`config.mk`:
```
export PLATFORM = sky130hd
export DESIGN_NAME = rgb_to_hsv_converter
export DESIGN_NICKNAME = d
export VERILOG_FILES = /design/src/hdl/rhc_pkg.sv /design/src/hdl/rhc_front.sv /design/src/hdl/rhc_div_cell.sv /design/src/hdl/rgb_to_hsv_converter.sv
export SDC_FILE = /design/constraint.sdc
export NUM_CORES = 1
export LEC_CHECK = 0
export ABC_AREA = 1
export BUFFER_PORTS_ARGS = -buffer_cell sky130_fd_sc_hd__buf_2
export CAP_MARGIN = 0
export CORE_MARGIN = 5
export CORE_UTILIZATION = 63
export DETAILED_ROUTE_END_ITERATION = 12
export GPL_TIMING_DRIVEN = 0
export PLACE_DENSITY = 0.78
export SLEW_MARGIN = 30
export SYNTH_ARGS = -nofsm -noshare
export SYNTH_HDL_FRONTEND = slang
export SYNTH_SLANG_ARGS = --single-unit
```
`constraint.sdc`:
```
create_clock -name i_clk -period 33.4 [get_ports i_clk]
set_clock_uncertainty 0.15 [all_clocks]
set_input_delay 6.68 -clock i_clk [delete_from_list [all_inputs] [get_ports i_clk]]
set_output_delay 6.68 -clock i_clk [all_outputs]
set_load 0.02 [all_outputs]
```
`src/hdl/rhc_pkg.sv`:
```
// ----------------------------------------------------------------------------
// rhc_pkg
// Shared types and constants for the RGB to HSV converter.
// ----------------------------------------------------------------------------
package rhc_pkg;

    localparam int CHANNEL_BITS = 8;
    localparam int NUM_BITS     = CHANNEL_BITS + 3;
    localparam int DIV_BITS     = 2 * CHANNEL_BITS + 3;

    typedef struct packed {
        logic [CHANNEL_BITS-1:0] red;
        logic [CHANNEL_BITS-1:0] green;
        logic [CHANNEL_BITS-1:0] blue;
        logic [CHANNEL_BITS-1:0] alpha;
    } t_rgba;

    typedef struct packed {
        logic [CHANNEL_BITS-1:0] hue;
        logic [CHANNEL_BITS-1:0] saturation;
        logic [CHANNEL_BITS-1:0] brightness;
        logic [CHANNEL_BITS-1:0] opacity;
    } t_hsva;

    typedef struct packed {
        logic                    gray;
        logic [CHANNEL_BITS-1:0] value;
        logic [CHANNEL_BITS-1:0] alpha;
        logic [CHANNEL_BITS-1:0] chroma;
        logic [NUM_BITS-1:0]     num;
    } t_front;

    typedef struct packed {
        logic                    gray;
        logic [CHANNEL_BITS-1:0] value;
        logic [CHANNEL_BITS-1:0] alpha;
        logic [DIV_BITS-1:0]     hue_rem;
        logic [DIV_BITS-1:0]     hue_div;
        logic [CHANNEL_BITS-1:0] hue_quo;
        logic [DIV_BITS-1:0]     sat_rem;
        logic [DIV_BITS-1:0]     sat_div;
        logic [CHANNEL_BITS-1:0] sat_quo;
    } t_div;

endpackage

```
`src/hdl/rhc_front.sv`:
```
// ----------------------------------------------------------------------------
// rhc_front
// Two pipeline stages: channel extremes and hue numerator, then the
// scaled dividends and aligned divisors for the division cells.
// ----------------------------------------------------------------------------
module rhc_front (
    input  logic          i_clk,
    input  logic          i_rst_n,
    input  logic          i_en,
    input  logic          i_valid,
    input  rhc_pkg::t_rgba i_pixel,
    output logic          o_valid,
    output rhc_pkg::t_div o_data
);

    localparam int W  = rhc_pkg::CHANNEL_BITS;
    localparam int NB = rhc_pkg::NUM_BITS;
    localparam int DB = rhc_pkg::DIV_BITS;

    logic           r_a_valid;
    rhc_pkg::t_front r_a;
    rhc_pkg::t_front n_a;
    logic           r_b_valid;
    rhc_pkg::t_div  r_b;
    rhc_pkg::t_div  n_b;

    logic [W-1:0]  mx;
    logic [W-1:0]  mn;
    logic [NB-1:0] r_e, g_e, b_e, d_e;
    logic [DB-1:0] num_x, d_x, v_x, d6_x;

    always_comb begin
        mx = i_pixel.red;
        mn = i_pixel.red;
        if (i_pixel.green > mx) mx = i_pixel.green;
        if (i_pixel.blue > mx) mx = i_pixel.blue;
        if (i_pixel.green < mn) mn = i_pixel.green;
        if (i_pixel.blue < mn) mn = i_pixel.blue;
        r_e = NB'(i_pixel.red);
        g_e = NB'(i_pixel.green);
        b_e = NB'(i_pixel.blue);
        d_e = NB'(mx - mn);
        n_a.gray   = (mx == mn);
        n_a.value  = mx;
        n_a.alpha  = i_pixel.alpha;
        n_a.chroma = mx - mn;
        if (mx == i_pixel.red) begin
            if (i_pixel.green < i_pixel.blue) begin
                n_a.num = (d_e << 2) + (d_e << 1) - (b_e - g_e);
            end else begin
                n_a.num = g_e - b_e;
            end
        end else if (mx == i_pixel.green) begin
            n_a.num = (d_e << 1) + b_e - r_e;
        end else begin
            n_a.num = (d_e << 2) + r_e - g_e;
        end
    end

    always_comb begin
        num_x = DB'(r_a.num);
        d_x   = DB'(r_a.chroma);
        v_x   = DB'(r_a.value);
        d6_x  = (d_x << 2) + (d_x << 1);
        n_b.gray    = r_a.gray;
        n_b.value   = r_a.value;
        n_b.alpha   = r_a.alpha;
        n_b.hue_rem = (num_x << W) - num_x;
        n_b.hue_div = d6_x << (W - 1);
        n_b.hue_quo = '0;
        n_b.sat_rem = (d_x << W) - d_x;
        n_b.sat_div = v_x << (W - 1);
        n_b.sat_quo = '0;
    end

    always_ff @(posedge i_clk) begin
        if (!i_rst_n) begin
            r_a_valid <= 1'b0;
            r_b_valid <= 1'b0;
        end else if (i_en) begin
            r_a_valid <= i_valid;
            r_b_valid <= r_a_valid;
        end
    end

    always_ff @(posedge i_clk) begin
        if (i_en) begin
            r_a <= n_a;
            r_b <= n_b;
        end
    end

    assign o_valid = r_b_valid;
    assign o_data  = r_b;

endmodule

```
`src/hdl/rhc_div_cell.sv`:
```
// ----------------------------------------------------------------------------
// rhc_div_cell
// One quotient bit of both the hue and the saturation division.
// ----------------------------------------------------------------------------
module rhc_div_cell (
    input  logic          i_clk,
    input  logic          i_rst_n,
    input  logic          i_en,
    input  logic          i_valid,
    input  rhc_pkg::t_div i_data,
    output logic          o_valid,
    output rhc_pkg::t_div o_data
);

    localparam int W = rhc_pkg::CHANNEL_BITS;

    logic          r_valid;
    rhc_pkg::t_div r_data;
    rhc_pkg::t_div n_data;
    logic          hue_ge;
    logic          sat_ge;

    always_comb begin
        hue_ge = (i_data.hue_rem >= i_data.hue_div);
        sat_ge = (i_data.sat_rem >= i_data.sat_div);
        n_data.gray    = i_data.gray;
        n_data.value   = i_data.value;
        n_data.alpha   = i_data.alpha;
        n_data.hue_rem = hue_ge ? (i_data.hue_rem - i_data.hue_div) : i_data.hue_rem;
        n_data.hue_div = i_data.hue_div >> 1;
        n_data.hue_quo = {i_data.hue_quo[W-2:0], hue_ge};
        n_data.sat_rem = sat_ge ? (i_data.sat_rem - i_data.sat_div) : i_data.sat_rem;
        n_data.sat_div = i_data.sat_div >> 1;
        n_data.sat_quo = {i_data.sat_quo[W-2:0], sat_ge};
    end

    always_ff @(posedge i_clk) begin
        if (!i_rst_n) begin
            r_valid <= 1'b0;
        end else if (i_en) begin
            r_valid <= i_valid;
        end
    end

    always_ff @(posedge i_clk) begin
        if (i_en) begin
            r_data <= n_data;
        end
    end

    assign o_valid = r_valid;
    assign o_data  = r_data;

endmodule

```
`src/hdl/rgb_to_hsv_converter.sv`:
```
// Two front stages and one division cell per quotient bit. Throughput is one
// pixel per cycle while the result side does not stall.
// The pipeline advances whenever its output register is empty or taken.
// Reset clears only the valid bits of the stages; no payload is cleared.
// ----------------------------------------------------------------------------
// rgb_to_hsv_converter
// Converts RGBA pixels to HSVA through a chain of restoring division cells.
// ----------------------------------------------------------------------------
module rgb_to_hsv_converter (
    input  logic           i_clk,
    input  logic           i_rst_n,
    input  logic           i_valid,
    output logic           o_stall,
    input  rhc_pkg::t_rgba i_pixel,
    output logic           o_valid,
    input  logic           i_stall,
    output rhc_pkg::t_hsva o_result
);

    localparam int W = rhc_pkg::CHANNEL_BITS;

    logic          en;
    logic          chain_valid [W+1];
    rhc_pkg::t_div chain_data  [W+1];
    rhc_pkg::t_div last;

    assign en      = !(chain_valid[W] && i_stall);
    assign o_stall = !en;

    rhc_front u_front (
        .i_clk   (i_clk),
        .i_rst_n (i_rst_n),
        .i_en    (en),
        .i_valid (i_valid),
        .i_pixel (i_pixel),
        .o_valid (chain_valid[0]),
        .o_data  (chain_data[0])
    );

    for (genvar k = 0; k < W; k++) begin : g_cell
        rhc_div_cell u_cell (
            .i_clk   (i_clk),
            .i_rst_n (i_rst_n),
            .i_en    (en),
            .i_valid (chain_valid[k]),
            .i_data  (chain_data[k]),
            .o_valid (chain_valid[k+1]),
            .o_data  (chain_data[k+1])
        );
    end

    assign last    = chain_data[W];
    assign o_valid = chain_valid[W];

    always_comb begin
        o_result.hue        = last.gray ? '0 : last.hue_quo;
        o_result.saturation = last.gray ? '0 : last.sat_quo;
        o_result.brightness = last.value;
        o_result.opacity    = last.alpha;
    end

endmodule

```
==> run metrics <==
wire length of the first global-routing pass=109000 um; Period minus WS final=14280 ps; RSZ-0062 raised after global routing=no; final hold vios=0; worst min-delay path class=reg -> reg; result of the run=completed; area of the mapped netlist=33400 um2; Final Worst Setup Slack=roughly 19000 ps; EDFF count, synth=628; master cell of the clock root buffer=sky130_fd_sc_hd__clkbuf_16; clk sinks=638; buffers added on ports=68; CTS Hold Buffers Added=0; clock tree from TritonCTS=done; total number of vias=21700; All-Layer GR Usage=23.5%; leakage power=between 15 and 20 nW; via count of the first global-routing pass=22200; critical-path maximum fanout=10; area delta synth->final=10.9%; Crit Path Class=in -> out; number of distinct library cells after synthesis=between 60 and 70; final cycle utilization of the critical path=around 43%; area inside the core boundary=52600 um2; Synth async-reset ratio=0%; die extent in x=240 um; final RePlAce weighted congestion=0.987; Chip Height=240 um; Setup TNS Final=0 ps; count of maximum capacitance violations=0; overflow left after global routing=0; number of warnings reported in the yosys synthesis log=0; number of endpoints failing setup at the final stage=0; total wire length=66700 um; flops & latches, synth=638; clock transition time at the flip-flop clock pins of the worst setup and hold paths=60 ps; pre-CTS setup slack=roughly 19000 ps; CTS buffer count=61; crit path capture type=primary output; fraction of final layout cells sized beyond drive strength 1=7.44%; number of nets with antenna violations after detailed routing=0; f_max=around 70 MHz; remaining routing DRC violations=0; post-synth net total=about 3400; std cell rows=84; top flip-flop cell by instance count after synthesis=sky130_fd_sc_hd__edfxtp_1; buffers inserted by post-CTS timing repair=0; later-pin clock latency in the skew report=between 600 and 700 ps; post_cts resized=0; die outline area=57800 um2; number of search-and-repair iterations in the first detailed-routing pass=6; maximum number of pins on one net before global-route repair=56; synthesized netlist cell count=3033; Bufs on Longest Clock Path=3; Final HPWL DP=50800 um; pin slew with the least headroom to its limit=732 ps; cell area power density=around 110 nW/um2; sequential area share after synthesis=between 50% and 60%; arrival time reported for the critical path endpoint=around 7500 ps; Final Hold Slack=260 ps; initial core utilization=63.6%; CP Data Required Time=26570 ps; number of placed I/O pins=70; number of nets in the finished design=3497; Slew Viols, Final=0; startpoint type of the worst setup path=input port; initial DRC count=1397; post-detailed-route via-to-cell ratio=~5.5; Mapped Avg Cell Area=11.0 um2; antenna violations before repair=4; worst vdd ir=~0.079 mV; Slew Limit Headroom=51.1%; Routed wire per std cell=17.0 um; htree depth=2
[registers in the layout, summed over array words and instances, names as in the netlist]
register / cells
u_front.r_a_valid: 1
u_front.o_valid: 1
g_cell.u_cell.o_valid: 8
u_front.num_x: 11
u_front.o_data: 61
g_cell.u_cell.o_data: 531
u_front.d_x: 8
u_front.n_b: 17
[final cells by class]
class / instances / area [um2]
Timing Repair Buffer: 82 / 651
Clock buffer: 68 / 1580
Buffer: 53 / 298
Fill cell: 3531 / 15500
Multi-Input combinational cell: 1905 / 12500
Clock inverter: 44 / 544
Tap cell: 688 / 861
Inverter: 437 / 1640
Sequential cell: 638 / 19100
Antenna cell: 1 / 2.50
[cells in the mapped netlist (all sizes together), types with 2 or more instances]
cell     number  area, um2
edfxtp      628      18900
nand2       447       1740
inv         434       1630
ha          244       3050
nor2        238        908
a21oi       200       1000
o21ai       187        951
xor2        146       1280
nand3       116        596
xnor2        75        657
fa           39        781
clkbuf       32        120
nor3         32        160
nor4         32        213
nand4        25        163
buf          21        174
a211oi       17        133
a31oi        14       87.6
o21bai       14        105
nand3b       11       95.1
dfxtp        10        200
a21o          7       52.6
and2          7       43.8
o31ai         7       52.6
a211o         5       43.8
a221oi        5       43.8
or2           5       31.3
or4           5       37.5
o21a          4       30.0
clkinv        3       11.3
o2111ai       3       26.3
a22oi         2       15.0
o221ai        2       17.5
o22ai         2       12.5
o41ai         2       17.5
[per-layer routing]
layer	vias up	global-route usage [%]	routed length (um)
met4	4	9.20	2850
met2	591	44.7	35800
met3	188	3.50	2870
li1	10800	-	-
met5	-	0	23
met1	10100	26.4	25100
[metrics by stage]
| step | utilization, % | cell area, um2 | power, mW | std cells |
|---|---|---|---|---|
| 2_1_floorplan | - | 33400 | 2.91 | 3033 |
| 3_3_place_gp | 65.9 | 34600 | 3.27 | 3789 |
| 3_5_place_dp | 66.5 | 35000 | 3.39 | 3803 |
| 4_1_cts | 70.6 | 37100 | 4.14 | 3915 |
| 5_1_grt | 70.6 | 37100 | 4.48 | 3916 |
| 6_report | 70.6 | 37100 | 4.14 | 3916 |
[logic make-up (layout without fill, tap and decap cells)]
kind of cell	Yosys count	after routing	synth area share, %
AO/OA/AOI/OAI	480	480	7.99
XOR/XNOR	221	221	5.79
adder cells (fa/ha/maj)	283	283	11.5
buffers and inverters	490	684	5.78
flip-flops	638	638	57.0
multiplexers	1	1	0.0299
other	1	2	0.0112
AND/OR/NAND/NOR	919	919	11.9
[worst paths after layout]
kind	from	end	slack (ps)	cells past startpoint
setup / recovery	i_stall	o_stall	19120	5
hold / removal	g_cell[3].u_cell.o_data[49]$_DFFE_PN_	g_cell[4].u_cell.o_data[50]$_DFFE_PN_	260	0
setup reg to reg	g_cell[3].u_cell.o_data[60]$_DFFE_PN_	g_cell[4].u_cell.o_data[89]$_DFFE_PN_	29490	21
hold reg to reg	g_cell[3].u_cell.o_data[49]$_DFFE_PN_	g_cell[4].u_cell.o_data[50]$_DFFE_PN_	260	0
[report_power, final]
group | switching [mW] | internal, mW
registers | 0.198 | 1.35
logic | 1.11 | 0.757
clock network | 0.289 | 0.433
total | 1.60 | 2.54
[worst max-delay path: stages]
cell and delay, ps:
sky130_fd_sc_hd__buf_2 70, sky130_fd_sc_hd__nand2_1 50, sky130_fd_sc_hd__inv_1 70, sky130_fd_sc_hd__clkbuf_1 330
sky130_fd_sc_hd__buf_2 240
[cell usage in the layout, fill, tap and decap left out, types with 6 or more instances in the layout]
master / instances
sky130_fd_sc_hd__nand3_1: 113
sky130_fd_sc_hd__inv_1: 433
sky130_fd_sc_hd__o21bai_1: 14
sky130_fd_sc_hd__nor4_1: 30
sky130_fd_sc_hd__fa_1: 39
sky130_fd_sc_hd__ha_1: 244
sky130_fd_sc_hd__nor2_1: 234
sky130_fd_sc_hd__dfxtp_1: 10
sky130_fd_sc_hd__nand3b_1: 10
sky130_fd_sc_hd__clkinv_1: 15
sky130_fd_sc_hd__nand2_1: 432
sky130_fd_sc_hd__bufinv_16: 12
sky130_fd_sc_hd__a21oi_1: 199
sky130_fd_sc_hd__nor3_1: 32
sky130_fd_sc_hd__nand4_1: 24
sky130_fd_sc_hd__xnor2_1: 75
sky130_fd_sc_hd__a31oi_1: 14
sky130_fd_sc_hd__nand2_2: 10
sky130_fd_sc_hd__buf_12: 10
sky130_fd_sc_hd__and2_1: 6
sky130_fd_sc_hd__clkinv_2: 11
sky130_fd_sc_hd__clkbuf_16: 62
sky130_fd_sc_hd__a211oi_1: 15
sky130_fd_sc_hd__clkbuf_1: 36
sky130_fd_sc_hd__o31ai_1: 7
sky130_fd_sc_hd__o21ai_0: 179
sky130_fd_sc_hd__xor2_1: 146
sky130_fd_sc_hd__buf_4: 16
sky130_fd_sc_hd__edfxtp_1: 628
sky130_fd_sc_hd__buf_2: 69
sky130_fd_sc_hd__a21o_1: 7
(Power assumes the default switching activity.)
